--- src/sv/uoe_pkg.sv ---
package uoe_pkg;

   localparam int FlagN = 7;
   localparam int FlagV = 6;
   localparam int FlagD = 3;
   localparam int FlagZ = 1;
   localparam int FlagC = 0;

   localparam logic [7:0] MagicConst = 8'hEE;

   typedef enum logic [4:0] {
      ACT_LAX = 5'd0,
      ACT_SAX = 5'd1,
      ACT_DCP = 5'd2,
      ACT_ISB = 5'd3,
      ACT_SLO = 5'd4,
      ACT_RLA = 5'd5,
      ACT_SRE = 5'd6,
      ACT_RRA = 5'd7,
      ACT_ANC = 5'd8,
      ACT_ASR = 5'd9,
      ACT_ARR = 5'd10,
      ACT_SBX = 5'd11,
      ACT_LAS = 5'd12,
      ACT_ANE = 5'd13,
      ACT_LXA = 5'd14,
      ACT_SHA = 5'd15,
      ACT_SHX = 5'd16,
      ACT_SHY = 5'd17,
      ACT_SHS = 5'd18,
      ACT_JAM = 5'd19
   } uoe_action_type;

   typedef struct packed {
      logic [4:0]  action;
      logic [7:0]  acc;
      logic [7:0]  xreg;
      logic [7:0]  yreg;
      logic [7:0]  stack_ptr;
      logic [7:0]  status;
      logic [7:0]  operand;
      logic [15:0] addr;
   } uoe_req_type;

   typedef struct packed {
      logic [7:0] acc_out;
      logic [7:0] x_out;
      logic [7:0] sp_out;
      logic [7:0] status_out;
      logic       write_enable;
      logic [7:0] write_data;
      logic       halted;
   } uoe_rsp_type;

endpackage

--- src/sv/uoe_req_if.sv ---
interface uoe_req_if;
   import uoe_pkg::*;

   logic        valid;
   logic        ready;
   uoe_req_type data;

   modport source(output valid, output data, input ready);
   modport sink(input valid, input data, output ready);
endinterface

--- src/sv/uoe_rsp_if.sv ---
interface uoe_rsp_if;
   import uoe_pkg::*;

   logic        valid;
   logic        ready;
   uoe_rsp_type data;

   modport source(output valid, output data, input ready);
   modport sink(input valid, input data, output ready);
endinterface

--- src/sv/undocumented_opcode_execute_core.sv ---
// Executes one undocumented NMOS 6502 opcode per request word and returns one response word
// with the new A, X, SP and status, the optional memory write and the halt flag. A word
// accepted on req_chan is captured in an input register, evaluated in a single combinational
// pass and loaded into the result register once that register is free or being emptied; the
// response leaves on rsp_chan from the result register. A new word is accepted every cycle
// while rsp_chan keeps taking responses, and a stalled response backs up into the input
// register before req_chan.ready drops. Decimal behavior of ARR, RRA and ISB follows the D
// flag only while csr_write_data last written is 1, which is also its state after reset.
module undocumented_opcode_execute_core (
   input  logic      clock,
   input  logic      reset,
   uoe_req_if.sink   req_chan,
   uoe_rsp_if.source rsp_chan,
   input  logic      csr_write_enable,
   input  logic      csr_write_data
);
   import uoe_pkg::*;

   logic        decimal_enable_ff;
   logic        decimal_enable_in;
   logic        stage1_valid_ff;
   logic        stage1_valid_in;
   uoe_req_type stage1_word_ff;
   uoe_req_type stage1_word_in;
   logic        stage2_valid_ff;
   logic        stage2_valid_in;
   uoe_rsp_type stage2_word_ff;
   uoe_rsp_type stage2_word_in;
   uoe_rsp_type alu_word;
   logic        stage2_load;
   logic        stage1_load;

   uoe_alu u_alu (
      .req_word       (stage1_word_ff),
      .decimal_enable (decimal_enable_ff),
      .rsp_word       (alu_word)
   );

   always_comb begin
      stage2_load    = stage1_valid_ff & (~stage2_valid_ff | rsp_chan.ready);
      req_chan.ready = ~stage1_valid_ff | stage2_load;
      stage1_load    = req_chan.valid & req_chan.ready;

      decimal_enable_in = csr_write_enable ? csr_write_data : decimal_enable_ff;

      stage1_valid_in = stage1_load | (stage1_valid_ff & ~stage2_load);
      stage1_word_in  = stage1_load ? req_chan.data : stage1_word_ff;

      stage2_valid_in = stage2_load | (stage2_valid_ff & ~rsp_chan.ready);
      stage2_word_in  = stage2_load ? alu_word : stage2_word_ff;

      rsp_chan.valid = stage2_valid_ff;
      rsp_chan.data  = stage2_word_ff;
   end

   always_ff @(posedge clock) begin
      if (reset) begin
         decimal_enable_ff <= 1'b1;
         stage1_valid_ff   <= 1'b0;
         stage2_valid_ff   <= 1'b0;
      end else begin
         decimal_enable_ff <= decimal_enable_in;
         stage1_valid_ff   <= stage1_valid_in;
         stage2_valid_ff   <= stage2_valid_in;
      end
      stage1_word_ff <= stage1_word_in;
      stage2_word_ff <= stage2_word_in;
   end

endmodule

--- src/sv/uoe_alu.sv ---
module uoe_alu (
   input  uoe_pkg::uoe_req_type req_word,
   input  logic                 decimal_enable,
   output uoe_pkg::uoe_rsp_type rsp_word
);
   import uoe_pkg::*;

   // Returns {status, result}.
   function automatic logic [15:0] adc_op(input logic [7:0] a, input logic [7:0] m,
                                          input logic [7:0] p, input logic bcd);
      logic [8:0] bin;
      logic [4:0] lo;
      logic [9:0] t;
      logic [7:0] q;
      logic [7:0] res;
      q   = p;
      bin = {1'b0, a} + {1'b0, m} + {8'd0, p[FlagC]};
      if (!bcd) begin
         res      = bin[7:0];
         q[FlagN] = res[7];
         q[FlagZ] = (res == 8'd0);
         q[FlagC] = bin[8];
         q[FlagV] = ~(a[7] ^ m[7]) & (a[7] ^ bin[7]);
      end else begin
         lo = {1'b0, a[3:0]} + {1'b0, m[3:0]} + {4'd0, p[FlagC]};
         if (lo >= 5'd10) begin
            lo = {1'b1, lo[3:0] + 4'd6};
         end
         t = {2'd0, a[7:4], 4'd0} + {2'd0, m[7:4], 4'd0} + {5'd0, lo};
         q[FlagZ] = (bin[7:0] == 8'd0);
         q[FlagN] = t[7];
         q[FlagV] = ~(a[7] ^ m[7]) & (a[7] ^ t[7]);
         if (t >= 10'h0A0) begin
            t = t + 10'h060;
         end
         q[FlagC] = (t >= 10'h100);
         res      = t[7:0];
      end
      return {q, res};
   endfunction

   // Flags always come from the binary difference.
   function automatic logic [15:0] sbc_op(input logic [7:0] a, input logic [7:0] m,
                                          input logic [7:0] p, input logic bcd);
      logic [8:0] bin;
      logic [5:0] lo;
      logic [5:0] lo_adj;
      logic [9:0] t;
      logic [7:0] q;
      logic [7:0] res;
      q        = p;
      bin      = {1'b0, a} - {1'b0, m} - {8'd0, ~p[FlagC]};
      res      = bin[7:0];
      q[FlagN] = res[7];
      q[FlagZ] = (res == 8'd0);
      q[FlagC] = ({1'b0, a} + {8'd0, p[FlagC]}) > {1'b0, m};
      q[FlagV] = (a[7] ^ m[7]) & (a[7] ^ res[7]);
      if (bcd) begin
         lo     = {2'd0, a[3:0]} - {2'd0, m[3:0]} + {5'd0, p[FlagC]} - 6'd1;
         lo_adj = lo - 6'd6;
         t      = {2'd0, a[7:4], 4'd0} - {2'd0, m[7:4], 4'd0};
         if (lo[5]) begin
            t = t + {6'd0, lo_adj[3:0]} - 10'd16;
         end else begin
            t = t + {4'd0, lo};
         end
         if (t[9]) begin
            t = t - 10'd96;
         end
         res = t[7:0];
      end
      return {q, res};
   endfunction

   logic [7:0]  a;
   logic [7:0]  x;
   logic [7:0]  sp;
   logic [7:0]  p;
   logic [7:0]  m;
   logic [7:0]  hi;
   logic [7:0]  v;
   logic [7:0]  t;
   logic [7:0]  diff;
   logic [15:0] arith;
   logic        bcd;
   logic        we;
   logic [7:0]  wd;
   logic        halt;

   always_comb begin
      a     = req_word.acc;
      x     = req_word.xreg;
      sp    = req_word.stack_ptr;
      p     = req_word.status;
      m     = req_word.operand;
      hi    = req_word.addr[15:8] + 8'd1;
      bcd   = decimal_enable & req_word.status[FlagD];
      we    = 1'b0;
      wd    = 8'd0;
      halt  = 1'b0;
      v     = 8'd0;
      t     = 8'd0;
      diff  = 8'd0;
      arith = 16'd0;
      case (req_word.action)
         ACT_LAX: begin
            a = m;
            x = m;
            p[FlagN] = m[7];
            p[FlagZ] = (m == 8'd0);
         end
         ACT_SAX: begin
            we = 1'b1;
            wd = a & x;
         end
         ACT_DCP: begin
            v        = m - 8'd1;
            we       = 1'b1;
            wd       = v;
            diff     = a - v;
            p[FlagC] = (a >= v);
            p[FlagN] = diff[7];
            p[FlagZ] = (diff == 8'd0);
         end
         ACT_ISB: begin
            v     = m + 8'd1;
            we    = 1'b1;
            wd    = v;
            arith = sbc_op(a, v, p, bcd);
            p     = arith[15:8];
            a     = arith[7:0];
         end
         ACT_SLO: begin
            p[FlagC] = m[7];
            v        = {m[6:0], 1'b0};
            we       = 1'b1;
            wd       = v;
            a        = a | v;
            p[FlagN] = a[7];
            p[FlagZ] = (a == 8'd0);
         end
         ACT_RLA: begin
            v        = {m[6:0], p[FlagC]};
            p[FlagC] = m[7];
            we       = 1'b1;
            wd       = v;
            a        = a & v;
            p[FlagN] = a[7];
            p[FlagZ] = (a == 8'd0);
         end
         ACT_SRE: begin
            p[FlagC] = m[0];
            v        = {1'b0, m[7:1]};
            we       = 1'b1;
            wd       = v;
            a        = a ^ v;
            p[FlagN] = a[7];
            p[FlagZ] = (a == 8'd0);
         end
         ACT_RRA: begin
            v        = {p[FlagC], m[7:1]};
            p[FlagC] = m[0];
            we       = 1'b1;
            wd       = v;
            arith    = adc_op(a, v, p, bcd);
            p        = arith[15:8];
            a        = arith[7:0];
         end
         ACT_ANC: begin
            a        = a & m;
            p[FlagN] = a[7];
            p[FlagZ] = (a == 8'd0);
            p[FlagC] = a[7];
         end
         ACT_ASR: begin
            t        = a & m;
            p[FlagC] = t[0];
            a        = {1'b0, t[7:1]};
            p[FlagN] = 1'b0;
            p[FlagZ] = (a == 8'd0);
         end
         ACT_ARR: begin
            t        = a & m;
            a        = {p[FlagC], t[7:1]};
            p[FlagN] = a[7];
            p[FlagZ] = (a == 8'd0);
            if (bcd) begin
               p[FlagV] = t[6] ^ a[6];
               if (({1'b0, t[3:0]} + {4'd0, t[0]}) > 5'd5) begin
                  a[3:0] = a[3:0] + 4'd6;
               end
               if (({1'b0, t[7:4]} + {4'd0, t[4]}) > 5'd5) begin
                  a        = a + 8'h60;
                  p[FlagC] = 1'b1;
               end else begin
                  p[FlagC] = 1'b0;
               end
            end else begin
               p[FlagC] = a[6];
               p[FlagV] = a[6] ^ a[5];
            end
         end
         ACT_SBX: begin
            t        = a & x;
            x        = t - m;
            p[FlagC] = (t >= m);
            p[FlagN] = x[7];
            p[FlagZ] = (x == 8'd0);
         end
         ACT_LAS: begin
            v        = m & sp;
            a        = v;
            x        = v;
            sp       = v;
            p[FlagN] = v[7];
            p[FlagZ] = (v == 8'd0);
         end
         ACT_ANE: begin
            a        = (a | MagicConst) & x & m;
            p[FlagN] = a[7];
            p[FlagZ] = (a == 8'd0);
         end
         ACT_LXA: begin
            a        = (a | MagicConst) & m;
            x        = a;
            p[FlagN] = a[7];
            p[FlagZ] = (a == 8'd0);
         end
         ACT_SHA: begin
            we = 1'b1;
            wd = a & x & hi;
         end
         ACT_SHX: begin
            we = 1'b1;
            wd = x & hi;
         end
         ACT_SHY: begin
            we = 1'b1;
            wd = req_word.yreg & hi;
         end
         ACT_SHS: begin
            sp = a & x;
            we = 1'b1;
            wd = a & x & hi;
         end
         ACT_JAM: begin
            halt = 1'b1;
         end
         default: begin
         end
      endcase

      rsp_word.acc_out      = a;
      rsp_word.x_out        = x;
      rsp_word.sp_out       = sp;
      rsp_word.status_out   = p;
      rsp_word.write_enable = we;
      rsp_word.write_data   = we ? wd : 8'd0;
      rsp_word.halted       = halt;
   end

endmodule

--- src/flat_wrapper.sv ---
// flat-port wrapper written by rule: the top's interface ports become plain ports
module undocumented_opcode_execute_core_flat import uoe_pkg::*;
  (clock, reset, csr_write_enable, csr_write_data, req_chan_valid, req_chan_data, req_chan_ready, rsp_chan_valid, rsp_chan_data, rsp_chan_ready);
  uoe_req_if req_chan_i ();
  uoe_rsp_if rsp_chan_i ();
  input  logic clock;
  input  logic reset;
  input  logic csr_write_enable;
  input  logic csr_write_data;
  input wire logic [$bits(req_chan_i.valid)-1:0] req_chan_valid;
  input wire logic [$bits(req_chan_i.data)-1:0] req_chan_data;
  output wire logic [$bits(req_chan_i.ready)-1:0] req_chan_ready;
  output wire logic [$bits(rsp_chan_i.valid)-1:0] rsp_chan_valid;
  output wire logic [$bits(rsp_chan_i.data)-1:0] rsp_chan_data;
  input wire logic [$bits(rsp_chan_i.ready)-1:0] rsp_chan_ready;
  assign req_chan_i.valid = req_chan_valid;
  assign req_chan_i.data = req_chan_data;
  assign req_chan_ready = req_chan_i.ready;
  assign rsp_chan_valid = rsp_chan_i.valid;
  assign rsp_chan_data = rsp_chan_i.data;
  assign rsp_chan_i.ready = rsp_chan_ready;
  undocumented_opcode_execute_core u_core (.clock(clock), .reset(reset), .req_chan(req_chan_i), .rsp_chan(rsp_chan_i), .csr_write_enable(csr_write_enable), .csr_write_data(csr_write_data));
endmodule
--- config.mk ---
export PLATFORM = sky130hd
export DESIGN_NAME = undocumented_opcode_execute_core_flat
export DESIGN_NICKNAME = d
export VERILOG_FILES = /design/src/sv/uoe_pkg.sv /design/src/sv/uoe_req_if.sv /design/src/sv/uoe_rsp_if.sv /design/src/sv/undocumented_opcode_execute_core.sv /design/src/sv/uoe_alu.sv /design/src/flat_wrapper.sv
export SDC_FILE = /design/constraint.sdc
export NUM_CORES = 1
export LEC_CHECK = 0
export BUFFER_PORTS_ARGS = -buffer_cell sky130_fd_sc_hd__buf_2
export CORE_ASPECT_RATIO = 1.25
export CORE_MARGIN = 4
export CORE_UTILIZATION = 60
export DETAILED_ROUTE_END_ITERATION = 12
export PLACE_DENSITY = 0.91
export SLEW_MARGIN = 10
export SYNTH_ARGS = -nofsm -noshare
export SYNTH_HDL_FRONTEND = slang
export SYNTH_SLANG_ARGS = --single-unit
--- constraint.sdc ---
create_clock -name clock -period 5.6 [get_ports clock]
set_input_delay 0.28 -clock clock [delete_from_list [all_inputs] [get_ports clock]]
set_output_delay 0.28 -clock clock [all_outputs]
set_load 0.01 [all_outputs]
# Word level (Yosys, flattened, before mapping)
# Cells that the tools add are included.
# totals
register_bits,114
in_bits,75
# op_classes
add_sub_neg,29
magnitude_cmp,8
eq_ne,19
n_mux,31
n_bitwise,36
n_reduce_logical,18
# ops
op,count
8-bit logical NOT,13
8-bit case mux with 12 select lines,1
8-bit AND,10
8-bit case mux with 10 select lines,1
10-bit two-way mux,6
5-bit by 4-bit equality test with 1-bit output (second input constant),8
8-bit two-way mux,5
8-bit case mux with 4 select lines,1
1-bit case mux with 14 select lines,2
8-bit subtractor,3
9-bit by 5-bit adder with 10-bit output,2
5-bit by 3-bit equality test with 1-bit output (second input constant),4
5-bit equality test (second input constant),4
8-bit by 8-bit adder with 9-bit output,2
8-bit by 1-bit adder with 8-bit output (second input constant),2
8-bit greater-or-equal comparator,2
8-bit case mux with 2 select lines,1
5-bit two-way mux,3
4-bit two-way mux,3
11-bit OR reduction,1
10-bit by 7-bit adder with 10-bit output (second input constant),1
4-bit by 1-bit adder with 5-bit output,2
9-bit by 7-bit adder with 10-bit output,1
5-bit by 2-bit equality test with 1-bit output (second input constant),2
other kinds (34),61

# Longest topological paths before layout
# depth
depth_word,14
depth_mapped,23

# Modules after synthesis
# From an unflattened synthesis, not the netlist that was laid out.
# unflattened
cells_unflattened,984
hier_area_um2,9317.7
# modules_own_cells
mod,instances,cells_each,area_each_um2
uoe_alu,1,860,5845.6
undocumented_opcode_execute_core,1,124,3472.1

# Least setup slack after synthesis
# Ideal clock, no wire load.
# synth_timing
kind,reg-to-reg
startpoint,register u_core.stage1_word_ff[18] in the netlist's numbering
endpoint,"register u_core.stage2_word_ff, in the netlist u_core.rsp_chan.data[40], data pin"
setup_ns,0.269
t_arrival_ns,4.450
slack_ns,0.881
path_stages_with_launch,22
period_less_slack_ns,4.719
cell_sequence,edfxtp_1 clkbuf_1 clkbuf_1 inv_1 fa_1 xor2_1 ha_1 o21ai_0 a21oi_1 fa_1 inv_1 ha_1 inv_1 fa_1 xor2_1 a21oi_1 a211oi_1 nor3_1 a21oi_1 o21ai_0 a221oi_1 o22ai_1
# synth_lines
item,line_no,source
from (decl),undocumented_opcode_execute_core.sv:23,uoe_req_type stage1_word_ff;
from (signal assigned),undocumented_opcode_execute_core.sv:66,stage1_word_ff <= stage1_word_in;
to (signal assigned),undocumented_opcode_execute_core.sv:67,stage2_word_ff <= stage2_word_in;
to (decl),undocumented_opcode_execute_core.sv:27,uoe_rsp_type stage2_word_ff;

==> impl_metrics.toml <==
[outcome]
status = "finished, final reports clean"

[clock_network]
cts_tree = "done"
cts_resized = 0
cts-hold-fix-buffers = 0
insertion_delay_ps = 370
cts_root_buffer = "clkbuf_16"
postCtsSetupBuffers = 0
htree_levels = 3
cts.path.max_buffers = 2
clk_pin_slew_ps = 80
clkSinkCount = 106
cts_buffers = 9

[critical_path]
worst_ep_arrival_time_ps = 5220
critPathCaptureType = "flop"
cp_max_fo = 6
cp.required_ps = 5710
r2r_slack_ps = 480
critPathKind = "flop to flop"
start_kind = "flop"
r2r_cells = 19
reg2reg_to = "u_core.rsp_chan.data[40]"
reg2reg_from = "u_core.stage1_word_ff[17]"

[power]
irDropWorstVdd_mv = 0.207
clockPowerShare_pct = 26.8
combinationalPowerShare_pct = 33.5
p_int_uw = 1570
p_sw_share_pct = 36.2
p_switching_uw = 890
powerDensity_nw_per_um2 = 243
seqPwrFrac_pct = 39.7
p_leak_uw = 0.00417

[logic_synthesis]
synth.top_cells.by_area = "edfxtp_1 (34%), ha_1 (11%), xnor2_1 (4.5%), o21ai_0 (3.5%), a21oi_1 (3.4%)"
synth-async-reset-ratio_pct = 0
seq_area_frac_synth_pct = 35.0
yosys_warnings = 0
mappedNetlistArea_sq_um = 9000
syn_nets = 1141
synth_ff_type = "edfxtp_1"
synthCells = 970
yosysUniqueCellTypes = 78
synth-edff-count = 103
avgSynthCellArea_sq_um = 9.28
ys_ff_latch = 106
synth_top_cell_area_share_pct = 34.4
yosysTopAreaCell = "edfxtp_1"

[timing]
worst_pin_slew_ps = 960
setup_viol = 0
slew_headroom_pct = 36.0
whs_ps = 80.5
slew_viol_final = 0
finalCritPeriodShare_pct = 91.4
min_period_ps = 5120
setup_slack_ps = 483
finalClockSkew_ps = 15.1
grt_setup_unrepaired = "false"
hold_viol = 0
final.setup.tns_ps = 0
max_freq_ghz = 0.195

[floorplanning]
fp.dieH_microns = 145
coreArea_sq_um = 14500
start_util_pct = 61.9
die_x_microns = 118
io_pins = 119
row_count = 49
die_area_sq_um = 17000

[final_layout]
final_common_cell = "buf_2"
multiInputGateArea_sq_um = 5420
drive_gt1_share_pct = 15.4
insertedDiodeCount = 0
postLayoutCoreUtil_pct = 69.5
syn2layout_area_growth_pct = 12.3
most-common-layout-cells = "buf_2 (110), edfxtp_1 (103), ha_1 (82)"
nets = 1247
seqCellArea_sq_um = 3150
instances_no_fill = 1259
nFillCells = 1165

[drt]
wl_microns = 31000
drt_iter0_markers = 1048
drc = 0
via_count = 8624
drt_first_pass_iters = 6
ant_nets = 0
viasPerCell = 6.85
routedWlPerCell_microns = 24.6

[grt]
first_global_vias = 8574
grt.met1_usage_pct = 43.1
grt_max_degree = 45
top_usage_layer = "met2"
grt_antenna_before_repair = 0
grtUsageTotal_pct = 35.6
grt_use_met2_pct = 55.6
groute.layer.met3.usage_pct = 9.26
grt_pass1_wl_microns = 47100
grt-ovfl-total = 0

[place]
gp_congestion = 1.08
io_buffers = 110
dp_cells = 1243
dpl.hpwl_microns = 23300
dp_slack_ps = 591

[run]
cap_violations = 0

[min_path]
hold_class = "input pin to flop"
holdPathStages = 1
min_from = "req_chan_data[36]"
min_to = "u_core.stage1_word_ff[36]"
power by group through the flow:
stage	Combinational [uW]	Sequential (uW)	Clock, uW
final	824	977	658
after global routing	896	980	699
after CTS	802	974	665
after detailed placement	793	991	0
after global placement	771	991	0
after floorplan	566	977	0
per-layer routing:
layer  share of wire [%]  wire [microns]
met2                  45           14000
met5                   0               0
met3                  11            3470
met1                  36           11100
met4                 8.0            2480
critical path, stage by stage (launching register included):
cell	delay (ps)
edfxtp_1	540
fa_1	510
inv_1	100
fa_1	450
ha_1	230
o21ai_0	70
a21oi_1	120
fa_1	400
inv_1	70
ha_1	150
inv_1	50
fa_1	410
xor2_1	320
a21oi_1	160
a211oi_1	450
nor3_1	80
a21oi_1	170
o21ai_0	120
a221oi_1	320
o22ai_1	130
sequential cells by signal, summed over array words and instances, names as in the netlist:
register	cells
u_core.decimal_enable_ff	1
u_core.rsp_chan.data	42
u_core.rsp_chan.valid	1
u_core.stage1_valid_ff	1
u_core.stage1_word_ff	61
metrics by stage:
step / instance area, sq um / power [uW]
after detailed placement: 9790 / 1780
after global placement: 9790 / 1760
after global routing: 10100 / 2580
final: 10100 / 2460
after CTS: 10100 / 2440
after floorplan: 9000 / 1540
cells in the mapped netlist (all sizes together), types with 14 or more instances:
master,instances
nor3,27
clkbuf,22
o21ai,64
mux2i,16
xor2,22
buf,16
edfxtp,103
nor2,75
nand2,75
a21oi,61
nand4,16
inv,72
fa,14
xnor2,47
nand3,31
a211oi,17
ha,82
a21o,15
worst max path at each step:
| stage | startpoint | endpoint |
|---|---|---|
| 3_3_place_gp | u_core.stage1_word_ff[17] | u_core.rsp_chan.data[40] |
| 5_1_grt | u_core.stage1_word_ff[17] | u_core.rsp_chan.data[40] |
| 6_report | u_core.stage1_word_ff[17] | u_core.rsp_chan.data[40] |
| 4_1_cts | u_core.stage1_word_ff[17] | u_core.rsp_chan.data[40] |
| 3_5_place_dp | u_core.stage1_word_ff[17] | u_core.rsp_chan.data[40] |
| 2_1_floorplan | u_core.stage1_word_ff[18] | u_core.rsp_chan.data[40] |
logic make-up after synthesis:
family | count (synthesis) | synth area share (%)
AO/OA/AOI/OAI | 279 | 20.7
multiplexers | 17 | 1.95
AND/OR/NAND/NOR | 291 | 15.9
flip-flops | 106 | 35.0
adder cells (fa/ha/maj) | 97 | 14.6
XOR/XNOR | 69 | 7.01
buffers and inverters | 111 | 4.85
area by class of cell:
cell class                 count  share of cell area (%)
multi-input combinational    753                    53.6
sequential                   106                    31.2
clock buffer                   9                    2.23
timing repair buffer         133                    7.16
inverter                      73                    2.71
clock inverter                 7                   0.855
tap                          178                    2.20
Power figures use the tool's default switching activity.
